===== config.mk =====
export PLATFORM = sky130hd
export DESIGN_NAME = q16_function_unit_flat
export DESIGN_NICKNAME = d
export VERILOG_FILES = /design/src/design/q16_pkg.sv /design/src/design/q16_chan_if.sv /design/src/design/q16_mul.sv /design/src/design/q16_div.sv /design/src/design/q16_sqrt.sv /design/src/design/q16_function_unit.sv /design/src/flat_wrapper.sv
export SDC_FILE = /design/constraint.sdc
export NUM_CORES = 2
export LEC_CHECK = 0
export BUFFER_PORTS_ARGS = -buffer_cell sky130_fd_sc_hd__buf_2
export CORE_ASPECT_RATIO = 2
export CORE_MARGIN = 1.5
export CORE_UTILIZATION = 55
export DETAILED_ROUTE_END_ITERATION = 12
export MAX_ROUTING_LAYER = met4
export PLACE_DENSITY = 0.71
export SETUP_SLACK_MARGIN = 0.15
export SYNTH_ARGS = -nofsm -noshare
export SYNTH_HDL_FRONTEND = slang
export SYNTH_SLANG_ARGS = --single-unit

===== constraint.sdc =====
create_clock -name i_clk -period 11 [get_ports i_clk]
set_input_delay 2.2 -clock i_clk [delete_from_list [all_inputs] [get_ports i_clk]]
set_output_delay 2.2 -clock i_clk [all_outputs]
set_load 0.05 [all_outputs]

===== src/design/q16_pkg.sv =====
// Shared types and constants for the Q16.16 function unit.
package q16_pkg;
    localparam int OpW   = 3;
    localparam int WordW = 32;
    localparam int InW   = OpW + 2 * WordW;
    localparam int OutW  = WordW + 1;

    localparam logic [OpW-1:0] OP_MUL   = 3'd0;
    localparam logic [OpW-1:0] OP_DIV   = 3'd1;
    localparam logic [OpW-1:0] OP_SQRT  = 3'd2;
    localparam logic [OpW-1:0] OP_ATAN2 = 3'd3;
    localparam logic [OpW-1:0] OP_ATAN  = 3'd4;
    localparam logic [OpW-1:0] OP_ASIN  = 3'd5;

    localparam logic [WordW-1:0] Q_ONE       = 32'h0001_0000;
    localparam logic [WordW-1:0] Q_PI_4      = 32'h0000_C90F;
    localparam logic [WordW-1:0] Q_3PI_4     = 32'h0002_5B2F;
    localparam logic [WordW-1:0] Q_CUBE_COEF = 32'h0000_3240;
    localparam logic [WordW-1:0] Q_LIN_COEF  = 32'h0000_FB50;
    localparam logic [WordW-1:0] Q_SQRT_HIGH = 32'hFFF0_0000;
    localparam logic [WordW-1:0] Q_HALF      = 32'h0000_8000;
    localparam logic [WordW-1:0] Q_FRAC_MAX  = 32'd65535;

    typedef struct packed {
        logic [OpW-1:0]   operation;
        logic [WordW-1:0] operand_a;
        logic [WordW-1:0] operand_b;
    } t_in_item;

    typedef struct packed {
        logic [WordW-1:0] result;
        logic             divide_by_zero;
    } t_out_item;
endpackage


===== src/design/q16_chan_if.sv =====
// Valid/ready channel interface carrying a packed payload.
interface q16_chan_if #(parameter int W = 1);
    logic         valid;
    logic         ready;
    logic [W-1:0] data;

    modport source (output valid, output data, input ready);
    modport sink (input valid, input data, output ready);
endinterface


===== src/design/q16_mul.sv =====
// Two-stage Q16.16 multiplier: signed product, then truncating scale by 2^-16.
module q16_mul (
    input  logic        i_clk,
    input  logic        i_rst_n,
    input  logic        i_start,
    input  logic [31:0] i_a,
    input  logic [31:0] i_b,
    output logic        o_done,
    output logic [31:0] o_q
);
    logic signed [63:0] r_prod;
    logic               r_v1;
    logic               r_done;
    logic [31:0]        r_q;
    logic signed [63:0] w_sum;

    // bias negative products so the shift truncates toward zero
    assign w_sum = r_prod + (r_prod[63] ? 64'sd65535 : 64'sd0);

    always_ff @(posedge i_clk) begin
        if (!i_rst_n) begin
            r_v1   <= 1'b0;
            r_done <= 1'b0;
        end else begin
            r_v1   <= i_start;
            r_done <= r_v1;
        end
        r_prod <= $signed(i_a) * $signed(i_b);
        r_q    <= w_sum[47:16];
    end

    assign o_done = r_done;
    assign o_q    = r_q;
endmodule


===== src/design/q16_div.sv =====
// Restoring divider: (a * 2^16) / b, one quotient bit per cycle, zero divisor saturates.
module q16_div (
    input  logic        i_clk,
    input  logic        i_rst_n,
    input  logic        i_start,
    input  logic [31:0] i_a,
    input  logic [31:0] i_b,
    output logic        o_done,
    output logic [31:0] o_q,
    output logic        o_dz
);
    logic        r_run;
    logic        r_done;
    logic [5:0]  r_cnt;
    logic [47:0] r_q;
    logic [31:0] r_rem;
    logic [31:0] r_d;
    logic        r_neg;
    logic [31:0] r_res;
    logic        r_dz;
    logic [31:0] w_am;
    logic [31:0] w_bm;
    logic [32:0] w_sh;
    logic [33:0] w_sub;
    logic        w_ge;

    assign w_am  = i_a[31] ? (32'd0 - i_a) : i_a;
    assign w_bm  = i_b[31] ? (32'd0 - i_b) : i_b;
    assign w_sh  = {r_rem, r_q[47]};
    assign w_sub = {1'b0, w_sh} - {2'b00, r_d};
    assign w_ge  = !w_sub[33];

    always_ff @(posedge i_clk) begin
        if (!i_rst_n) begin
            r_run  <= 1'b0;
            r_done <= 1'b0;
        end else begin
            r_done <= 1'b0;
            if (i_start) begin
                if (i_b == 32'd0) begin
                    r_done <= 1'b1;
                end else begin
                    r_run <= 1'b1;
                end
            end else if (r_run) begin
                if (r_cnt == 6'd1) begin
                    r_run  <= 1'b0;
                    r_done <= 1'b1;
                end
            end
        end
        if (i_start) begin
            r_q   <= {w_am, 16'd0};
            r_rem <= 32'd0;
            r_d   <= w_bm;
            r_neg <= i_a[31] ^ i_b[31];
            r_cnt <= 6'd48;
            r_dz  <= (i_b == 32'd0);
            r_res <= i_a[31] ? 32'h8000_0000 : 32'h7FFF_FFFF;
        end else if (r_run) begin
            r_rem <= w_ge ? w_sub[31:0] : w_sh[31:0];
            r_q   <= {r_q[46:0], w_ge};
            r_cnt <= r_cnt - 6'd1;
        end
    end

    // quotient is taken from the shift register once the last bit has landed
    assign o_done = r_done;
    assign o_dz   = r_dz;
    assign o_q    = r_dz ? r_res : (r_neg ? (32'd0 - r_q[31:0]) : r_q[31:0]);
endmodule


===== src/design/q16_sqrt.sv =====
// Bit-pair square root in two passes, one bit pair per cycle.
module q16_sqrt (
    input  logic        i_clk,
    input  logic        i_rst_n,
    input  logic        i_start,
    input  logic [31:0] i_v,
    output logic        o_done,
    output logic [31:0] o_q
);
    logic        r_align;
    logic        r_iter;
    logic        r_done;
    logic        r_pass;
    logic        r_neg;
    logic [31:0] r_num;
    logic [31:0] r_root;
    logic [31:0] r_bit;
    logic [31:0] w_mag;
    logic [31:0] w_sum;
    logic [31:0] w_adj;

    assign w_mag = i_v[31] ? (32'd0 - i_v) : i_v;
    assign w_sum = r_root + r_bit;
    assign w_adj = r_num - r_root;

    always_ff @(posedge i_clk) begin
        if (!i_rst_n) begin
            r_align <= 1'b0;
            r_iter  <= 1'b0;
            r_done  <= 1'b0;
        end else begin
            r_done <= 1'b0;
            if (i_start) begin
                r_align <= 1'b1;
            end else if (r_align) begin
                if (!(r_bit > r_num)) begin
                    r_align <= 1'b0;
                    r_iter  <= 1'b1;
                end
            end else if (r_iter) begin
                if (r_bit == 32'd0 && r_pass) begin
                    r_iter <= 1'b0;
                    r_done <= 1'b1;
                end
            end
        end
        if (i_start) begin
            r_neg  <= i_v[31];
            r_num  <= w_mag;
            r_root <= 32'd0;
            r_pass <= 1'b0;
            r_bit  <= ((w_mag & q16_pkg::Q_SQRT_HIGH) != 32'd0) ? (32'd1 << 30)
                                                                 : (32'd1 << 18);
        end else if (r_align) begin
            if (r_bit > r_num) begin
                r_bit <= r_bit >> 2;
            end
        end else if (r_iter) begin
            if (r_bit != 32'd0) begin
                if (r_num >= w_sum) begin
                    r_num  <= r_num - w_sum;
                    r_root <= (r_root >> 1) + r_bit;
                end else begin
                    r_root <= r_root >> 1;
                end
                r_bit <= r_bit >> 2;
            end else if (!r_pass) begin
                // end of first pass: rescale for the low 8 root bits
                if (r_num > q16_pkg::Q_FRAC_MAX) begin
                    r_num  <= (w_adj << 16) - q16_pkg::Q_HALF;
                    r_root <= (r_root << 16) + q16_pkg::Q_HALF;
                end else begin
                    r_num  <= r_num << 16;
                    r_root <= r_root << 16;
                end
                r_bit  <= 32'd1 << 14;
                r_pass <= 1'b1;
            end
        end
    end

    assign o_done = r_done;
    assign o_q    = r_neg ? (32'd0 - r_root) : r_root;
endmodule


===== src/design/q16_function_unit.sv =====
// Top level of the Q16.16 function unit: operation sequencer over shared units.
//
// Input channel i_in carries one transaction of {operation, operand_a, operand_b};
// output channel o_out carries {result, divide_by_zero}. Both use valid/ready and a
// transaction moves on a clock edge where both are high.
// Operations: multiply, divide, square root, atan2, atan and arcsine. Codes 6 and 7
// and arcsine outside [-1, 1] return zero with the flag clear, going straight to output.
// One transaction is worked at a time; i_in.ready is high only while idle.
// Work per operation on the shared units: multiply one product; divide one quotient
//   bit per cycle over 48 bits (a zero divisor skips the loop); square root one bit
//   pair per cycle over two passes; atan2/atan one divide then four multiplies;
//   arcsine a multiply, a root, two divides and four multiplies.
// A stalled receiver holds the result in the output register; no new transaction
// is accepted until it is taken. Synchronous reset returns the sequencer to idle
// and drops any transaction in flight.
module q16_function_unit (
    input  logic                  i_clk,
    input  logic                  i_rst_n,
    q16_chan_if.sink              i_in,
    q16_chan_if.source            o_out
);
    typedef enum logic [12:0] {
        ST_IDLE  = 13'b0000000000001,
        ST_MUL   = 13'b0000000000010,
        ST_DIV   = 13'b0000000000100,
        ST_SQRT  = 13'b0000000001000,
        ST_ASQ   = 13'b0000000010000,
        ST_ASQRT = 13'b0000000100000,
        ST_ADIV  = 13'b0000001000000,
        ST_ATDIV = 13'b0000010000000,
        ST_R2    = 13'b0000100000000,
        ST_R3    = 13'b0001000000000,
        ST_M1    = 13'b0010000000000,
        ST_M2    = 13'b0100000000000,
        ST_OUT   = 13'b1000000000000
    } t_state;

    t_state              r_state;
    logic                r_busy;
    logic [2:0]          r_op;
    logic [31:0]         r_a;
    logic [31:0]         r_y;
    logic [31:0]         r_x;
    logic [31:0]         r_t;
    logic [31:0]         r_r;
    logic [31:0]         r_m1;
    logic [31:0]         r_res;
    logic                r_dz;
    q16_pkg::t_in_item   w_in;
    q16_pkg::t_out_item  w_out;

    logic        w_is_mul;
    logic        w_is_div;
    logic        w_is_sqrt;
    logic [31:0] w_mul_a;
    logic [31:0] w_mul_b;
    logic [31:0] w_div_a;
    logic [31:0] w_div_b;
    logic [31:0] w_sqrt_v;
    logic        w_mul_done;
    logic        w_div_done;
    logic        w_sqrt_done;
    logic [31:0] w_mul_q;
    logic [31:0] w_div_q;
    logic [31:0] w_sqrt_q;
    logic        w_div_dz;
    logic [31:0] w_ay;
    logic [31:0] w_angle;
    logic        w_unit_done;

    assign w_in = i_in.data;

    assign w_is_mul  = (r_state == ST_MUL) || (r_state == ST_ASQ) || (r_state == ST_R2)
                    || (r_state == ST_R3) || (r_state == ST_M1) || (r_state == ST_M2);
    assign w_is_div  = (r_state == ST_DIV) || (r_state == ST_ADIV) || (r_state == ST_ATDIV);
    assign w_is_sqrt = (r_state == ST_SQRT) || (r_state == ST_ASQRT);

    assign w_ay = r_y[31] ? (32'd0 - r_y) : r_y;

    always_comb begin
        w_mul_a  = r_a;
        w_mul_b  = r_x;
        w_div_a  = r_a;
        w_div_b  = r_x;
        w_sqrt_v = r_a;
        unique case (r_state)
            ST_ASQ: begin
                w_mul_b = r_a;
            end
            ST_R2: begin
                w_mul_a = r_r;
                w_mul_b = r_r;
            end
            ST_R3: begin
                w_mul_a = r_t;
                w_mul_b = r_r;
            end
            ST_M1: begin
                w_mul_a = q16_pkg::Q_CUBE_COEF;
                w_mul_b = r_t;
            end
            ST_M2: begin
                w_mul_a = q16_pkg::Q_LIN_COEF;
                w_mul_b = r_r;
            end
            ST_ASQRT: begin
                w_sqrt_v = q16_pkg::Q_ONE - r_t;
            end
            ST_ADIV: begin
                w_div_b = r_t;
            end
            ST_ATDIV: begin
                if (!r_x[31]) begin
                    w_div_a = r_x - w_ay;
                    w_div_b = r_x + w_ay;
                end else begin
                    w_div_a = r_x + w_ay;
                    w_div_b = w_ay - r_x;
                end
            end
            default: begin
            end
        endcase
    end

    q16_mul u_mul (
        .i_clk   (i_clk),
        .i_rst_n (i_rst_n),
        .i_start (w_is_mul && !r_busy),
        .i_a     (w_mul_a),
        .i_b     (w_mul_b),
        .o_done  (w_mul_done),
        .o_q     (w_mul_q)
    );

    q16_div u_div (
        .i_clk   (i_clk),
        .i_rst_n (i_rst_n),
        .i_start (w_is_div && !r_busy),
        .i_a     (w_div_a),
        .i_b     (w_div_b),
        .o_done  (w_div_done),
        .o_q     (w_div_q),
        .o_dz    (w_div_dz)
    );

    q16_sqrt u_sqrt (
        .i_clk   (i_clk),
        .i_rst_n (i_rst_n),
        .i_start (w_is_sqrt && !r_busy),
        .i_v     (w_sqrt_v),
        .o_done  (w_sqrt_done),
        .o_q     (w_sqrt_q)
    );

    assign w_unit_done = (w_is_mul && w_mul_done) || (w_is_div && w_div_done)
                      || (w_is_sqrt && w_sqrt_done);

    assign w_angle = r_m1 - w_mul_q + (r_x[31] ? q16_pkg::Q_3PI_4 : q16_pkg::Q_PI_4);

    always_ff @(posedge i_clk) begin
        if (!i_rst_n) begin
            r_state <= ST_IDLE;
            r_busy  <= 1'b0;
        end else begin
            if (r_state != ST_IDLE && r_state != ST_OUT) begin
                r_busy <= !w_unit_done;
            end
            unique case (r_state)
                ST_IDLE: begin
                    if (i_in.valid) begin
                        r_op <= w_in.operation;
                        r_a  <= w_in.operand_a;
                        r_y  <= w_in.operand_a;
                        r_x  <= (w_in.operation == q16_pkg::OP_ATAN) ? q16_pkg::Q_ONE
                                                                     : w_in.operand_b;
                        r_dz <= 1'b0;
                        case (w_in.operation)
                            q16_pkg::OP_MUL:   r_state <= ST_MUL;
                            q16_pkg::OP_DIV:   r_state <= ST_DIV;
                            q16_pkg::OP_SQRT:  r_state <= ST_SQRT;
                            q16_pkg::OP_ATAN2: r_state <= ST_ATDIV;
                            q16_pkg::OP_ATAN:  r_state <= ST_ATDIV;
                            q16_pkg::OP_ASIN: begin
                                if ($signed(w_in.operand_a) > $signed(q16_pkg::Q_ONE)
                                 || $signed(w_in.operand_a) < -$signed(q16_pkg::Q_ONE)) begin
                                    r_res   <= 32'd0;
                                    r_state <= ST_OUT;
                                end else begin
                                    r_state <= ST_ASQ;
                                end
                            end
                            default: begin
                                r_res   <= 32'd0;
                                r_state <= ST_OUT;
                            end
                        endcase
                    end
                end
                ST_MUL: if (w_mul_done) begin
                    r_res   <= w_mul_q;
                    r_state <= ST_OUT;
                end
                ST_DIV: if (w_div_done) begin
                    r_res   <= w_div_q;
                    r_dz    <= w_div_dz;
                    r_state <= ST_OUT;
                end
                ST_SQRT: if (w_sqrt_done) begin
                    r_res   <= w_sqrt_q;
                    r_state <= ST_OUT;
                end
                ST_ASQ: if (w_mul_done) begin
                    r_t     <= w_mul_q;
                    r_state <= ST_ASQRT;
                end
                ST_ASQRT: if (w_sqrt_done) begin
                    r_t     <= w_sqrt_q;
                    r_state <= ST_ADIV;
                end
                ST_ADIV: if (w_div_done) begin
                    // the quotient becomes y of atan2(y, one)
                    r_y     <= w_div_q;
                    r_x     <= q16_pkg::Q_ONE;
                    r_dz    <= r_dz | w_div_dz;
                    r_state <= ST_ATDIV;
                end
                ST_ATDIV: if (w_div_done) begin
                    r_r     <= w_div_q;
                    r_dz    <= r_dz | w_div_dz;
                    r_state <= ST_R2;
                end
                ST_R2: if (w_mul_done) begin
                    r_t     <= w_mul_q;
                    r_state <= ST_R3;
                end
                ST_R3: if (w_mul_done) begin
                    r_t     <= w_mul_q;
                    r_state <= ST_M1;
                end
                ST_M1: if (w_mul_done) begin
                    r_m1    <= w_mul_q;
                    r_state <= ST_M2;
                end
                ST_M2: if (w_mul_done) begin
                    r_res   <= r_y[31] ? (32'd0 - w_angle) : w_angle;
                    r_state <= ST_OUT;
                end
                ST_OUT: if (o_out.ready) begin
                    r_state <= ST_IDLE;
                end
                default: r_state <= ST_IDLE;
            endcase
        end
    end

    assign w_out.result         = r_res;
    assign w_out.divide_by_zero = r_dz;

    assign i_in.ready  = (r_state == ST_IDLE);
    assign o_out.valid = (r_state == ST_OUT);
    assign o_out.data  = w_out;

    a_no_overlap: assert property (@(posedge i_clk) disable iff (!i_rst_n)
        !(i_in.ready && o_out.valid))
        else $error("input ready while a result is pending");

    a_dz_ops: assert property (@(posedge i_clk) disable iff (!i_rst_n)
        (o_out.valid && r_dz) |-> (r_op == q16_pkg::OP_DIV || r_op == q16_pkg::OP_ATAN2
                                || r_op == q16_pkg::OP_ATAN || r_op == q16_pkg::OP_ASIN))
        else $error("divide-by-zero flag on an operation without division");

    a_one_unit: assert property (@(posedge i_clk) disable iff (!i_rst_n)
        $countones({w_is_mul, w_is_div, w_is_sqrt}) <= 1)
        else $error("more than one shared unit selected");

    a_out_after_accept: assert property (@(posedge i_clk) disable iff (!i_rst_n)
        (i_in.valid && i_in.ready) |=> !i_in.ready)
        else $error("accepted a transaction without leaving idle");
endmodule


===== src/flat_wrapper.sv =====
// flat-port wrapper written by rule: the top's interface ports become plain ports
module q16_function_unit_flat 
  (i_clk, i_rst_n, i_in_valid, i_in_data, i_in_ready, o_out_valid, o_out_data, o_out_ready);
  q16_chan_if #(.W(q16_pkg::InW)) i_in_i ();
  q16_chan_if #(.W(q16_pkg::OutW)) o_out_i ();
  input  logic i_clk;
  input  logic i_rst_n;
  input wire logic [$bits(i_in_i.valid)-1:0] i_in_valid;
  input wire logic [$bits(i_in_i.data)-1:0] i_in_data;
  output wire logic [$bits(i_in_i.ready)-1:0] i_in_ready;
  output wire logic [$bits(o_out_i.valid)-1:0] o_out_valid;
  output wire logic [$bits(o_out_i.data)-1:0] o_out_data;
  input wire logic [$bits(o_out_i.ready)-1:0] o_out_ready;
  assign i_in_i.valid = i_in_valid;
  assign i_in_i.data = i_in_data;
  assign i_in_ready = i_in_i.ready;
  assign o_out_valid = o_out_i.valid;
  assign o_out_data = o_out_i.data;
  assign o_out_i.ready = o_out_ready;
  q16_function_unit u_core (.i_clk(i_clk), .i_rst_n(i_rst_n), .i_in(i_in_i), .o_out(o_out_i));
endmodule

==> flow_summary.ini, run 1 <==
[logic_synthesis]
syn_inst = 8848
synth_top_area_frac = 0.285
synth.distinct_cells = 97
synth.avg_cell_area_um2 = 8.69
synth_area_leaders = fa_1 28%, edfxtp_1 13%, ha_1 7.9%, inv_1 6.4%, nand2_1 5.0%
async_reset_ff_frac = 0
ys_ff_latch = 531
yosys.area.top_type = fa_1
synth_edf_count = 342
yosysSeqAreaShare = 0.183
synth_nets = 10501
synth_warnings = 0
synthFlopType = edfxtp_1
synth_area_um2 = 76900

[place]
dpl_cell_area_um2 = 81300
io_buffers = 105
gp_congestion = 1.24
hpwl_mm = 291
dp_cells = 10711

[die]
ioPinCount = 106
die-width_um = 267
fp.dieH_um = 532
rows = 193
initial_core_util = 0.555

[global_route]
grt_pass1_vias = 78463
grt_pass1_wl_mm = 580
gr-total-overflow = 53
grt_max_degree = 92
grt_use_total = 0.592

[clock_network]
clock-sinks = 531
htreeDepth = 2
cts-root-buf = clkbuf_16
clock_path_buffers = 3
cts_buffers = 52

[run_status]
status = did not finish
stop_error = [ERROR GRT-0116] Global routing finished with congestion. Check the congestion regions in the DRC Viewer.
stop_stage = global routing
## stage by stage
step,setup WS (ns),utilization
2_1_floorplan,0.886,-
3_3_place_gp,0.0883,0.586
3_5_place_dp,0.115,0.586
4_1_cts,0.152,0.600
## cell families after synthesis
logic type                 Yosys count  synth area share
AOI/OAI and AO/OA                 1638             0.138
xor gates and xnor gates           523            0.0596
adders and majority gates         1582             0.364
buffers and inverters             1760            0.0863
DFF                                531             0.183
muxes                               72           0.00953
and+or+nand+nor                   2742             0.160
## repair_timing
action                                  CTS
resized for setup                         3
pin swaps                                 1
setup buffers                             4
hold buffers                              0
endpoints found under the setup margin    1
## cell usage after synthesis (all sizes together), types with 181 or more instances
cell,number
nor2,911
a21oi,430
ha,488
xor2,181
nand2,1032
clkbuf,396
fa,1094
xnor2,342
inv,1312
edfxtp,342
o21ai,404
dfxtp,189
## per-layer routing
metal,GRT overflow,GRT usage
met1,0,0.539
met2,30,0.842
met4,23,0.655
met5,-,-
met3,0,0.293
==> inputs of run 2 (changes only) <==
--- a/config.mk
+++ b/config.mk
@@ -6,13 +6,10 @@
 export NUM_CORES = 2
 export LEC_CHECK = 0
 export BUFFER_PORTS_ARGS = -buffer_cell sky130_fd_sc_hd__buf_2
-export CORE_ASPECT_RATIO = 2
 export CORE_MARGIN = 1.5
-export CORE_UTILIZATION = 55
+export CORE_UTILIZATION = 40
 export DETAILED_ROUTE_END_ITERATION = 12
-export MAX_ROUTING_LAYER = met4
-export PLACE_DENSITY = 0.71
-export SETUP_SLACK_MARGIN = 0.15
+export PLACE_DENSITY_LB_ADDON = 0.15
 export SYNTH_ARGS = -nofsm -noshare
 export SYNTH_HDL_FRONTEND = slang
 export SYNTH_SLANG_ARGS = --single-unit
==> flow_summary.ini, run 2 <==
[global_route]
antenna_found_initial = 24
grt_max_degree = 79
grt_pass1_vias = 66672
grt_use_total = 0.337
grt_pass1_wl_mm = 473
gr-total-overflow = 0

[place]
gp_congestion = 1.03
io_buffers = 105
pre_cts_ws_ns = -0.127
hpwl_mm = 269
dpl_cell_area_um2 = 82100

[die]
coreArea_um2 = 191000
die-width_um = 441
fp.dieH_um = 441
ioPinCount = 106
initial_core_util = 0.404
rows = 160
dieArea_um2 = 195000

[setup_path]
rr_endpoint = u_core.u_mul.r_prod[46]$_DFF_P_
crit_slowest_cell = or4_1
critPathKind = flop to flop
startpoint_type = flop
worst_path_most_repeated_cell = fa_1
r2r-start = u_core.r_state[8]$_SDFFE_PN0P_
cp_max_fo = 14
critPathMaxStageDelay_ns = 0.61
critical_path.top_delay_family = adder cells
reg2reg_depth = 36
worstPathArrival_ns = 11.36
worstPathRequired_ns = 11.66
reg2reg_slack_ns = 0.30
critPathCaptureType = flop
path_buf_inv = 7

[logic_synthesis]
synth_edf_count = 342
synth.avg_cell_area_um2 = 8.69
synth_warnings = 0
synth_area_leaders = fa_1 28%, edfxtp_1 13%, ha_1 7.9%, inv_1 6.4%, nand2_1 5.0%
synth_top_area_frac = 0.285
synthFlopType = edfxtp_1
syn_inst = 8848
yosysSeqAreaShare = 0.183
yosys-top-cells-count = 1312 x inv_1, 1094 x fa_1, 1032 x nand2_1
yosysMostFrequentCell = inv_1
ys_ff_latch = 531
synth.distinct_cells = 97
async_reset_ff_frac = 0
synth_nets = 10501
synth_area_um2 = 76900
yosys.area.top_type = fa_1

[sta]
slew_headroom = 0.0478
finalHoldViolCount = 0
maxSlewViolCount = 0
setup_viol = 0
fmax_mhz = 93.5
finClkSkew_ns = 0.0602
timing.final.crit_share = 0.973
period_needed_ns = 10.70
rsz0062_at_grt = yes
worstMarginPinSlew_ns = 1.42
timing.final.ws_setup_ns = 0.300

[job]
cap_violations = 0

[clock_network]
clk_transition_reported_paths_ns = 0.08
holdBufCountCts = 0
insertion_delay_ns = 0.74
clock_path_buffers = 3
cts_tree = done
cts-root-buf = clkbuf_16
htreeDepth = 3
cts_buffers = 69
clock-sinks = 531

[hold_path]
hold_class = flop to flop
holdPathStages = 1
hp-start = u_core.u_mul.r_v1$_SDFF_PN0_
min_to = u_core.u_mul.o_done$_SDFF_PN0_

[run_status]
status = finished, final reports clean

[cells_and_area]
layout_commonest_cell = inv_1
finish.utilization = 0.446
syn_to_final_growth_pct = 10.5
layout.nets = 10577
largest_reg_flops = 49
final_cell_mix = 1310 x inv_1, 1093 x fa_1, 1029 x nand2_1
design_area_um2 = 85000
final_layout_size_suffix_gt1_frac = 0.0839
reg.largest.list = u_core.u_mul.r_prod x49, u_core.u_div.r_q x48
largest_register = u_core.u_mul.r_prod

[route]
antenna_left = 0
drtIter0Drc = 7240
wirelength_mm = 330
vias = 67273
wl_per_cell_um = 28.7
first_pass_iters = 10
drcViolationCount = 0
routed_via_density = 5.85
==> run 2: worst max-delay path by stage <==
stage                     cells past startpoint                         endpoint                      startpoint
after floorplan                              36  u_core.u_mul.r_prod[46]$_DFF_P_  u_core.r_state[0]$_SDFFE_PN1P_
after global placement                       36  u_core.u_mul.r_prod[63]$_DFF_P_  u_core.r_state[4]$_SDFFE_PN0P_
after detailed placement                     36  u_core.u_mul.r_prod[63]$_DFF_P_  u_core.r_state[4]$_SDFFE_PN0P_
after CTS                                    41  u_core.u_mul.r_prod[63]$_DFF_P_  u_core.r_state[4]$_SDFFE_PN0P_
after global routing                         42  u_core.u_mul.r_prod[46]$_DFF_P_  u_core.r_state[4]$_SDFFE_PN0P_
final                                        36  u_core.u_mul.r_prod[46]$_DFF_P_  u_core.r_state[8]$_SDFFE_PN0P_
==> run 2: logic make-up after synthesis <==
kind of cell	Yosys count	synth area share
AO/OA/AOI/OAI	1638	0.138
XOR/XNOR	523	0.0596
adder cells (fa/ha/maj)	1582	0.364
buffers and inverters	1760	0.0863
flip-flops	531	0.183
multiplexers	72	0.00953
AND/OR/NAND/NOR	2742	0.160
==> run 2: repair_timing <==
| item | CTS | global route |
|---|---|---|
| endpoints found under the setup margin | 2 | 11 |
| gates cloned | 0 | 2 |
| pin swaps | 0 | 5 |
| setup buffers | 0 | 17 |
| gates resized for setup | 5 | 22 |
| hold endpoints to repair | 0 | 0 |
==> run 2: cell type report <==
type / count / area, um2
multi-input cells: 6558 / 56700
well taps: 2511 / 3140
fillers: 18858 / 106000
diodes: 7 / 17.5
clock inverters: 40 / 664
inverters: 1313 / 4930
flip-flops and latches: 531 / 14100
repair buffers: 451 / 3570
clock buffers: 84 / 1850
==> run 2: per-layer routing <==
metal | global-route usage | vias to the layer above | share of wire
li1 | - | 29235 | -
met4 | 0.162 | 12 | 0.056
met2 | 0.508 | 3400 | 0.43
met1 | 0.463 | 34011 | 0.41
met3 | 0.0682 | 615 | 0.098
met5 | 0 | - | 0.00028
==> run 2: through the flow <==
step                instances  hold WS (ns)  setup TNS [ns]
floorplan                8848         0.412               0
global placement        11345         0.421          -0.195
detailed placement      11345         0.432          -0.127
CTS                     11469         0.447               0
global route            11491         0.464         -0.0363
finish                  11495         0.444               0
Power of run 2 is not shown: default switching activity piles up to over one toggle a cycle in this logic, so the estimate is an artifact.
